**src/rtl/crp_pkg.sv**
```systemverilog
// Content-Range parser package: widths, character codes and the prefix table.
// Used by the parser top level, its digit accumulator and the port checker.
package crp_pkg;

    localparam int BYTE_W    = 8;
    localparam int DIGIT_W   = 4;
    localparam int OUT_W     = 63;
    localparam int CNT_W     = 3;
    // m_tdata: range_start, range_end, total_length, padded to whole bytes
    localparam int M_DATA_W  = ((3 * OUT_W + 7) / 8) * 8;
    localparam int M_USER_W  = 2;

    localparam int START_LSB = 0;
    localparam int END_LSB   = OUT_W;
    localparam int LEN_LSB   = 2 * OUT_W;

    localparam int USER_VALID   = 0;
    localparam int USER_UNKNOWN = 1;

    localparam logic [CNT_W-1:0] PREFIX_LEN = 3'd6;
    localparam logic [CNT_W-1:0] MIN_LEN    = 3'd7;

    localparam logic [BYTE_W-1:0] CHAR_NUL   = 8'h00;
    localparam logic [BYTE_W-1:0] CHAR_SPACE = 8'h20;
    localparam logic [BYTE_W-1:0] CHAR_STAR  = 8'h2A;
    localparam logic [BYTE_W-1:0] CHAR_DASH  = 8'h2D;
    localparam logic [BYTE_W-1:0] CHAR_SLASH = 8'h2F;
    localparam logic [BYTE_W-1:0] CHAR_ZERO  = 8'h30;
    localparam logic [BYTE_W-1:0] CHAR_NINE  = 8'h39;

    // "bytes " by position
    function automatic logic [BYTE_W-1:0] prefix_char(input logic [CNT_W-1:0] idx);
        logic [BYTE_W-1:0] ch;
        unique case (idx)
            3'd0:    ch = 8'h62;
            3'd1:    ch = 8'h79;
            3'd2:    ch = 8'h74;
            3'd3:    ch = 8'h65;
            3'd4:    ch = 8'h73;
            3'd5:    ch = CHAR_SPACE;
            default: ch = CHAR_NUL;
        endcase
        return ch;
    endfunction

endpackage

```
**src/rtl/crp_digit_acc.sv**
```systemverilog
// Decimal digit accumulator: acc * 10 + digit with overflow check against 2^VALUE_BITS-1.
// Depends on crp_pkg.
module crp_digit_acc #(
    parameter int VALUE_BITS = 63
) (
    input  logic [VALUE_BITS-1:0]      acc_in,
    input  logic [crp_pkg::DIGIT_W-1:0] digit,
    output logic [VALUE_BITS-1:0]      acc_out,
    output logic                       overflow
);
    import crp_pkg::*;

    localparam logic [63:0] MAX_FULL  = (64'd1 << VALUE_BITS) - 64'd1;
    localparam logic [63:0] CUT_FULL  = MAX_FULL / 64'd10;
    localparam logic [63:0] LIM_FULL  = MAX_FULL % 64'd10;
    localparam logic [VALUE_BITS-1:0] CUTOFF = CUT_FULL[VALUE_BITS-1:0];
    localparam logic [DIGIT_W-1:0]    CUTLIM = LIM_FULL[DIGIT_W-1:0];

    // times ten as two shifts and an add
    assign acc_out  = (acc_in << 3) + (acc_in << 1) + VALUE_BITS'(digit);
    assign overflow = (acc_in > CUTOFF) || ((acc_in == CUTOFF) && (digit > CUTLIM));

endmodule

```
**src/rtl/content_range_parser_unit.sv**
```systemverilog
// Content-Range header value parser, one byte per word: m_tvalid rises once the word
// carrying tlast has passed the input register and then the result register.
// Throughput one byte per cycle; only the last byte can wait on the result side. The
// state loop through the shared digit accumulator sets the rate.
// Reset: aresetn is synchronous, active low; clears the parse state and both valids.
module content_range_parser_unit #(
    parameter int VALUE_BITS = 63
) (
    input  logic                         aclk,
    input  logic                         aresetn,
    input  logic                         s_tvalid,
    output logic                         s_tready,
    input  logic [crp_pkg::BYTE_W-1:0]   s_tdata,   // [7:0] header_byte
    input  logic                         s_tlast,   // last_byte
    output logic                         m_tvalid,
    input  logic                         m_tready,
    output logic [crp_pkg::M_DATA_W-1:0] m_tdata,   // [62:0] range_start, [125:63] range_end,
                                                    // [188:126] total_length, rest zero
    output logic [crp_pkg::M_USER_W-1:0] m_tuser    // [0] valid_res, [1] length_unknown
);
    import crp_pkg::*;

    localparam logic [63:0] MAX_FULL = (64'd1 << VALUE_BITS) - 64'd1;
    localparam logic [VALUE_BITS-1:0] MAXV = MAX_FULL[VALUE_BITS-1:0];

    typedef enum logic [3:0] {
        PH_PREFIX, PH_SP_START, PH_START, PH_AFTER_START, PH_SP_END, PH_END,
        PH_AFTER_END, PH_SP_LEN, PH_LEN, PH_TRAIL, PH_DONE
    } phase_t;

    // input register
    logic              in_valid_reg;
    logic [BYTE_W-1:0] in_byte_reg;
    logic              in_last_reg;

    // parse state
    phase_t                phase_reg, phase_next;
    logic [CNT_W-1:0]      cnt_reg, cnt_next;
    logic [VALUE_BITS-1:0] start_reg, start_next;
    logic [VALUE_BITS-1:0] end_reg, end_next;
    logic [VALUE_BITS-1:0] len_reg, len_next;
    logic                  unk_reg, unk_next;
    logic                  err_reg, err_next;
    logic                  ended_reg, ended_next;

    // result register
    logic              m_valid_reg;
    logic              ok_reg;
    logic              unk_out_reg;
    logic [OUT_W-1:0]  start_out_reg, end_out_reg, len_out_reg;

    logic                  out_free, advance;
    logic                  is_digit, add_dig, ovf, ok;
    logic [DIGIT_W-1:0]    dig;
    logic [VALUE_BITS-1:0] acc_sel, acc_add, end_excl;

    assign out_free = !m_valid_reg || m_tready;
    assign advance  = in_valid_reg && (!in_last_reg || out_free);
    assign s_tready = !in_valid_reg || advance;

    assign is_digit = (in_byte_reg >= CHAR_ZERO) && (in_byte_reg <= CHAR_NINE);
    assign dig      = DIGIT_W'(in_byte_reg - CHAR_ZERO);

    always_comb begin
        unique case (phase_reg)
            PH_SP_START, PH_START: acc_sel = start_reg;
            PH_SP_END, PH_END:     acc_sel = end_reg;
            default:               acc_sel = len_reg;
        endcase
    end

    crp_digit_acc #(
        .VALUE_BITS (VALUE_BITS)
    ) u_digit (
        .acc_in   (acc_sel),
        .digit    (dig),
        .acc_out  (acc_add),
        .overflow (ovf)
    );

    always_comb begin
        phase_next = phase_reg;
        start_next = start_reg;
        end_next   = end_reg;
        len_next   = len_reg;
        unk_next   = unk_reg;
        err_next   = err_reg;
        ended_next = ended_reg;
        add_dig    = 1'b0;
        cnt_next   = (cnt_reg == MIN_LEN) ? MIN_LEN : cnt_reg + 3'd1;

        if (!err_reg && !ended_reg) begin
            if (in_byte_reg == CHAR_NUL) begin
                ended_next = 1'b1;
                if (phase_reg == PH_LEN || phase_reg == PH_TRAIL) begin
                    phase_next = PH_DONE;
                end else begin
                    err_next = 1'b1;
                end
            end else begin
                unique case (phase_reg)
                    PH_PREFIX: begin
                        if (cnt_reg >= PREFIX_LEN || in_byte_reg != prefix_char(cnt_reg)) begin
                            err_next = 1'b1;
                        end else if (cnt_reg == PREFIX_LEN - 3'd1) begin
                            phase_next = PH_SP_START;
                        end
                    end
                    PH_SP_START: begin
                        if (is_digit) begin
                            add_dig    = 1'b1;
                            phase_next = PH_START;
                        end else if (in_byte_reg != CHAR_SPACE) begin
                            err_next = 1'b1;
                        end
                    end
                    PH_START: begin
                        if (is_digit)                       add_dig    = 1'b1;
                        else if (in_byte_reg == CHAR_SPACE) phase_next = PH_AFTER_START;
                        else if (in_byte_reg == CHAR_DASH)  phase_next = PH_SP_END;
                        else                                err_next   = 1'b1;
                    end
                    PH_AFTER_START: begin
                        if (in_byte_reg == CHAR_DASH)       phase_next = PH_SP_END;
                        else if (in_byte_reg != CHAR_SPACE) err_next   = 1'b1;
                    end
                    PH_SP_END: begin
                        if (is_digit) begin
                            add_dig    = 1'b1;
                            phase_next = PH_END;
                        end else if (in_byte_reg != CHAR_SPACE) begin
                            err_next = 1'b1;
                        end
                    end
                    PH_END: begin
                        if (is_digit)                       add_dig    = 1'b1;
                        else if (in_byte_reg == CHAR_SPACE) phase_next = PH_AFTER_END;
                        else if (in_byte_reg == CHAR_SLASH) phase_next = PH_SP_LEN;
                        else                                err_next   = 1'b1;
                    end
                    PH_AFTER_END: begin
                        if (in_byte_reg == CHAR_SLASH)      phase_next = PH_SP_LEN;
                        else if (in_byte_reg != CHAR_SPACE) err_next   = 1'b1;
                    end
                    PH_SP_LEN: begin
                        if (in_byte_reg == CHAR_STAR) begin
                            unk_next   = 1'b1;
                            phase_next = PH_TRAIL;
                        end else if (is_digit) begin
                            add_dig    = 1'b1;
                            phase_next = PH_LEN;
                        end else if (in_byte_reg != CHAR_SPACE) begin
                            err_next = 1'b1;
                        end
                    end
                    PH_LEN: begin
                        if (is_digit)                       add_dig    = 1'b1;
                        else if (in_byte_reg == CHAR_SPACE) phase_next = PH_TRAIL;
                        else                                err_next   = 1'b1;
                    end
                    PH_TRAIL: begin
                        if (in_byte_reg != CHAR_SPACE) err_next = 1'b1;
                    end
                    default: err_next = 1'b1;
                endcase
            end
        end

        if (add_dig) begin
            if (ovf) begin
                err_next = 1'b1;
            end else begin
                unique case (phase_reg)
                    PH_SP_START, PH_START: start_next = acc_add;
                    PH_SP_END, PH_END:     end_next   = acc_add;
                    default:               len_next   = acc_add;
                endcase
            end
        end
    end

    // End of value acts as a zero byte. The end offset cannot change on a byte
    // that leaves a good value, so the increment works from the register.
    assign ok = !err_next && (cnt_next == MIN_LEN) &&
                (ended_next ? (phase_next == PH_DONE)
                            : (phase_next == PH_LEN || phase_next == PH_TRAIL));
    assign end_excl = (end_reg >= MAXV) ? MAXV : end_reg + 1'b1;

    always_ff @(posedge aclk) begin
        if (!aresetn) begin
            in_valid_reg <= 1'b0;
        end else if (s_tready) begin
            in_valid_reg <= s_tvalid;
        end
        if (s_tready) begin
            in_byte_reg <= s_tdata;
            in_last_reg <= s_tlast;
        end
    end

    always_ff @(posedge aclk) begin
        if (!aresetn || (advance && in_last_reg)) begin
            phase_reg <= PH_PREFIX;
            cnt_reg   <= '0;
            start_reg <= '0;
            end_reg   <= '0;
            len_reg   <= '0;
            unk_reg   <= 1'b0;
            err_reg   <= 1'b0;
            ended_reg <= 1'b0;
        end else if (advance) begin
            phase_reg <= phase_next;
            cnt_reg   <= cnt_next;
            start_reg <= start_next;
            end_reg   <= end_next;
            len_reg   <= len_next;
            unk_reg   <= unk_next;
            err_reg   <= err_next;
            ended_reg <= ended_next;
        end
    end

    always_ff @(posedge aclk) begin
        if (!aresetn) begin
            m_valid_reg <= 1'b0;
        end else if (advance && in_last_reg) begin
            m_valid_reg <= 1'b1;
        end else if (m_tready) begin
            m_valid_reg <= 1'b0;
        end
        if (advance && in_last_reg) begin
            ok_reg        <= ok;
            unk_out_reg   <= ok && unk_next;
            start_out_reg <= ok ? OUT_W'(start_reg) : '0;
            end_out_reg   <= ok ? OUT_W'(end_excl) : '0;
            len_out_reg   <= (ok && !unk_next) ? OUT_W'(len_next) : '0;
        end
    end

    assign m_tvalid = m_valid_reg;
    always_comb begin
        m_tdata                            = '0;
        m_tdata[START_LSB +: OUT_W]        = start_out_reg;
        m_tdata[END_LSB +: OUT_W]          = end_out_reg;
        m_tdata[LEN_LSB +: OUT_W]          = len_out_reg;
        m_tuser                            = '0;
        m_tuser[USER_VALID]                = ok_reg;
        m_tuser[USER_UNKNOWN]              = unk_out_reg;
    end

endmodule

```
**config.mk**
```make
export PLATFORM = sky130hd
export DESIGN_NAME = content_range_parser_unit
export DESIGN_NICKNAME = d
export VERILOG_FILES = /design/src/rtl/crp_pkg.sv /design/src/rtl/crp_digit_acc.sv /design/src/rtl/content_range_parser_unit.sv
export SDC_FILE = /design/constraint.sdc
export NUM_CORES = 1
export LEC_CHECK = 0
export BUFFER_PORTS_ARGS = -buffer_cell sky130_fd_sc_hd__buf_2
export CAP_MARGIN = 20
export CORE_MARGIN = 4
export CORE_UTILIZATION = 60
export CTS_CLUSTER_DIAMETER = 30
export DETAILED_ROUTE_END_ITERATION = 10
export GPL_TIMING_DRIVEN = 0
export PLACE_DENSITY = 0.8
export SETUP_SLACK_MARGIN = 0.2
export SLEW_MARGIN = 20
export SYNTH_ARGS = -nofsm -noshare
export SYNTH_HDL_FRONTEND = slang
export SYNTH_SLANG_ARGS = --single-unit
export TNS_END_PERCENT = 100
```
**constraint.sdc**
```tcl
create_clock -name aclk -period 9.2 [get_ports aclk]
set_input_delay 0.46 -clock aclk [delete_from_list [all_inputs] [get_ports aclk]]
set_output_delay 0.46 -clock aclk [all_outputs]
set_load 0.02 [all_outputs]
```
==> metrics.txt <==
# TYPE chip_impl_metric gauge
chip_impl_info{name="status",value="completed"} 1
chip_impl_metric{name="num_vias",unit=""} 21700
chip_impl_metric{name="dp.final_hpwl",unit="um"} 58700
chip_impl_metric{name="grt_pass1_vias",unit=""} 21400
chip_impl_info{name="crit_top_cell",value="a21oi_1"} 1
chip_impl_metric{name="pwr-share-seq",unit=""} 0.377
chip_impl_metric{name="swShare",unit=""} 0.228
chip_impl_metric{name="port_buffers",unit=""} 205
chip_impl_metric{name="setup_violations",unit=""} 0
chip_impl_metric{name="die_width",unit="um"} 207
chip_impl_metric{name="h_tree_levels",unit=""} 3
chip_impl_metric{name="layout-drive-gt1-share",unit=""} 0.149
chip_impl_metric{name="routabilityCongestion",unit=""} 0.980
chip_impl_metric{name="average_wire_per_standard_cell",unit="um"} 23.8
chip_impl_metric{name="overflow",unit=""} 0
chip_impl_metric{name="ys_ff_latch",unit=""} 401
chip_impl_info{name="critical-path-slowest-cell",value="o31ai_1"} 1
chip_impl_info{name="worst_setup_path_start_kind",value="flip-flop"} 1
chip_impl_metric{name="ctsHoldBuffers",unit=""} 0
chip_impl_info{name="min_delay_worst_endpoint",value="in_byte_reg[2]"} 1
chip_impl_metric{name="vdd_ir_max",unit="uV"} 204
chip_impl_metric{name="regToRegSetupSlack",unit="ns"} 0.39
chip_impl_metric{name="share_of_the_clock_period_used_by_the_worst_path_after_layout",unit=""} 0.958
chip_impl_metric{name="core.rowCount",unit=""} 72
chip_impl_metric{name="firstDrtPassIters",unit=""} 5
chip_impl_metric{name="cp.arrival",unit="ns"} 9.26
chip_impl_metric{name="worstSkewPairLatency",unit="ns"} 0.61
chip_impl_metric{name="cts.sinks",unit=""} 401
chip_impl_info{name="grt_setup_unrepaired",value="no"} 1
chip_impl_metric{name="ys_seq_area_frac",unit=""} 0.421
chip_impl_metric{name="timing.max_cap.violations",unit=""} 0
chip_impl_metric{name="post_synth_num_cell_types",unit=""} 86
chip_impl_info{name="reg2reg_from",value="phase_reg[2]"} 1
chip_impl_info{name="yosys_most_used_dff",value="dfxtp_1"} 1
chip_impl_info{name="hold_path_startpoint",value="s_tdata[2]"} 1
chip_impl_metric{name="period_minus_slack",unit="ns"} 8.81
chip_impl_metric{name="grt_pass1_wl",unit="um"} 124000
chip_impl_info{name="path_cells",value="buf_2, or2_2, a21oi_2, clkbuf_1, clkbuf_2, clkdlybuf4s15_1, clkbuf_2, nand2_1, o21ai_0, ha_1, ha_1, nand4_1, or2_2, a21oi_1, or3_1, a21oi_1, a22oi_1, a31oi_1, o31ai_1, a221oi_1, xnor2_1, a21oi_1, nor2_1"} 1
chip_impl_metric{name="postCtsSetupRepairBufs",unit=""} 0
chip_impl_info{name="hold_class",value="in -> reg"} 1
chip_impl_metric{name="floorplan.initialDensity",unit=""} 0.612
chip_impl_info{name="critPathCaptureType",value="flip-flop"} 1
chip_impl_metric{name="combinationalPowerShare",unit=""} 0.034
chip_impl_metric{name="number_of_slew_limit_violations_in_the_final_report",unit=""} 0
chip_impl_info{name="tritoncts",value="yes"} 1
chip_impl_metric{name="synth-edff-count",unit=""} 200
chip_impl_metric{name="yosys_warnings",unit=""} 0
chip_impl_metric{name="cts-buffers-inserted",unit=""} 80
chip_impl_metric{name="core_region_area",unit="um2"} 38900
chip_impl_metric{name="max_clock_freq",unit="MHz"} 114
chip_impl_metric{name="die_area",unit="um2"} 42900
chip_impl_metric{name="syn_avg_cell_area",unit="um2"} 9.46
chip_impl_metric{name="syn_inst",unit=""} 2517
chip_impl_metric{name="r2r_cells",unit=""} 23
chip_impl_metric{name="layout.nets",unit=""} 2947
chip_impl_metric{name="area.growth.synth_to_final",unit="%"} 19.0
chip_impl_metric{name="clock_tree.buffer_depth",unit=""} 3
chip_impl_metric{name="proportion_of_synthesized_flip_flops_having_asynchronous_set_or_reset",unit=""} 0
chip_impl_info{name="criticalPathCategory",value="reg -> reg"} 1
chip_impl_metric{name="power.share.clock",unit=""} 0.589
chip_impl_metric{name="drc",unit=""} 0
chip_impl_metric{name="crit_fanout",unit=""} 19
chip_impl_metric{name="critPathRequiredTime",unit="ns"} 9.65
chip_impl_metric{name="fin_skew",unit="ns"} 0.0247
chip_impl_metric{name="slew_limit_headroom",unit=""} 0.224
chip_impl_metric{name="worst_path_largest_cell_delay",unit="ns"} 0.81
chip_impl_metric{name="ant_nets",unit=""} 0
chip_impl_metric{name="route.final.wire_length",unit="um"} 80900
chip_impl_metric{name="powerDensity",unit="nW/um2"} 177
chip_impl_metric{name="worst-slew-pin-transition",unit="ns"} 1.16
chip_impl_metric{name="via_per_inst",unit=""} 6.38
chip_impl_metric{name="ios",unit=""} 209
chip_impl_metric{name="die_h",unit="um"} 207
chip_impl_info{name="crit-reg2reg-capture",value="len_out_reg[61]"} 1
chip_impl_metric{name="p_leak",unit="nW"} 11.4
chip_impl_metric{name="timing_hold_violations_final",unit=""} 0
chip_impl_metric{name="grt_start_max_net_pins",unit=""} 101
chip_impl_metric{name="final_core_utilization",unit=""} 0.728
chip_impl_metric{name="number_of_antenna_violations_at_the_first_check_in_global_routing",unit=""} 2
chip_impl_info{name="cts-root-buf",value="clkbuf_16"} 1
chip_impl_metric{name="mappedNetlistArea",unit="um2"} 23800
chip_impl_metric{name="switching_power",unit="mW"} 1.14
chip_impl_metric{name="dr.first_iter.drc_count",unit=""} 2346
chip_impl_metric{name="cellInternalPower",unit="mW"} 3.86
chip_impl_metric{name="setup-tns-final",unit="ns"} 0
chip_impl_metric{name="clk_pin_slew",unit="ns"} 0.05
chip_impl_metric{name="track_usage",unit=""} 0.363
chip_impl_metric{name="holdPathStages",unit=""} 1
layout by cell type, fill, tap and decap left out, types with 10 or more instances in the layout:
| cell type | count |
|---|---|
| nor2_1 | 356 |
| mux2i_1 | 242 |
| buf_2 | 239 |
| dfxtp_1 | 201 |
| edfxtp_1 | 200 |
| a21oi_1 | 187 |
| nand2_1 | 168 |
| ha_1 | 125 |
| clkbuf_1 | 111 |
| o21ai_0 | 108 |
| and2_1 | 85 |
| clkbuf_16 | 85 |
| xor2_1 | 63 |
| a21o_1 | 58 |
| xnor2_1 | 58 |
| nand3_1 | 47 |
| nor3_1 | 30 |
| nand4_1 | 30 |
| inv_1 | 25 |
| a32oi_1 | 20 |
| a31oi_1 | 17 |
| nand2b_1 | 17 |
| and3_1 | 16 |
| nor4bb_1 | 15 |
| nor2b_1 | 14 |
| a22oi_1 | 14 |
| nand3b_1 | 14 |
| a221oi_1 | 14 |
| o21bai_1 | 14 |
| buf_1 | 13 |
| inv_6 | 13 |
| nor3b_1 | 11 |
| a221o_1 | 11 |
| nor4_1 | 11 |
| buf_4 | 10 |
| clkbuf_2 | 10 |
| or3_1 | 10 |
worst max path at each step:
stage / slack (ns) / startpoint / endpoint / cells after the start
2_1_floorplan: 3.13 / phase_reg[3] / len_out_reg[53] / 23
3_3_place_gp: -0.89 / phase_reg[3] / len_out_reg[58] / 23
3_5_place_dp: -0.91 / phase_reg[3] / len_out_reg[58] / 23
4_1_cts: 0.34 / phase_reg[3] / len_out_reg[55] / 23
5_1_grt: 0.28 / phase_reg[3] / len_out_reg[58] / 23
6_report: 0.39 / phase_reg[2] / len_out_reg[61] / 23
layout make-up:
class | count | area (um2)
multi-input combinational | 1913 | 12900
sequential | 401 | 10000
clock inverter | 47 | 522
buffer | 176 | 812
timing repair buffer | 207 | 1060
fill | 2782 | 10600
antenna | 2 | 5.00
tap | 518 | 648
clock buffer | 101 | 2250
inverter | 28 | 114
Yosys cell counts, drive strengths merged, types with 16 or more instances:
| master | count | area, um2 |
|---|---|---|
| clkbuf | 110 | 414 |
| a21o | 58 | 435 |
| inv | 26 | 97.6 |
| o21ai | 112 | 561 |
| nor2 | 356 | 1340 |
| nand4 | 30 | 188 |
| a21oi | 188 | 945 |
| mux2i | 242 | 2420 |
| ha | 125 | 1560 |
| nor3 | 31 | 155 |
| xor2 | 64 | 568 |
| buf | 67 | 384 |
| dfxtp | 201 | 4020 |
| a32oi | 20 | 175 |
| nand2 | 169 | 642 |
| and2 | 86 | 538 |
| and3 | 16 | 100 |
| edfxtp | 200 | 6010 |
| xnor2 | 58 | 508 |
| a31oi | 17 | 106 |
| nand3 | 47 | 235 |
| nand2b | 17 | 106 |
worst max-delay path: cells and delay by family (launching register included):
family | cells | cell delay (ns)
AO/OA/AOI/OAI | 9 | 2.98
XOR/XNOR | 1 | 0.43
buffers and inverters | 5 | 2.90
flip-flops | 1 | 0.34
adder cells (fa/ha/maj) | 2 | 0.71
AND/OR/NAND/NOR | 6 | 1.24
power groups by stage:
stage | clock network, mW | registers [mW] | logic, mW
6_report | 2.95 | 1.89 | 0.169
5_1_grt | 3.05 | 1.89 | 0.175
4_1_cts | 2.95 | 1.89 | 0.162
3_5_place_dp | 0 | 1.92 | 0.162
3_3_place_gp | 0 | 1.93 | 0.158
2_1_floorplan | 0 | 1.93 | 0.0842
routing by layer:
| metal | wire (um) | up-vias | track usage | part of all wire |
|---|---|---|---|---|
| met3 | 7980 | 235 | 0.0966 | 0.099 |
| met5 | 13 | - | 0 | 0.00016 |
| met2 | 36600 | 1164 | 0.566 | 0.45 |
| li1 | - | 9768 | - | - |
| met1 | 32700 | 10500 | 0.478 | 0.40 |
| met4 | 3620 | 2 | 0.161 | 0.045 |
per-stage QoR:
stage	setup slack [ns]	area, um2	hold WS (ns)	total power, mW	instances
floorplan	3.13	23800	0.451	2.02	2519
global placement	-0.890	25500	0.476	2.09	3242
detailed placement	-0.910	25600	0.484	2.08	3244
CTS	0.338	28300	0.0224	5.00	3391
global route	0.281	28300	0.0266	5.12	3391
finish	0.390	28300	0.0397	5.00	3393
what timing repair did:
| item | CTS | global route |
|---|---|---|
| setup endpoints to repair | 108 | 44 |
| gates cloned | 0 | 0 |
| gates resized for setup | 6 | 11 |
| pin swaps | 0 | 0 |
cells by family (layout without fill, tap and decap cells):
kind of cell             after synthesis  after routing  synth area share
AO/OA/AOI/OAI                        552            552             0.149
XOR/XNOR                             122            122            0.0452
adder cells (fa/ha/maj)              127            127            0.0674
buffers and inverters                205            559            0.0380
flip-flops                           401            401             0.421
multiplexers                         243            243             0.102
other                                  1              5          0.000157
AND/OR/NAND/NOR                      866            866             0.177
(Power assumes the default switching activity.)
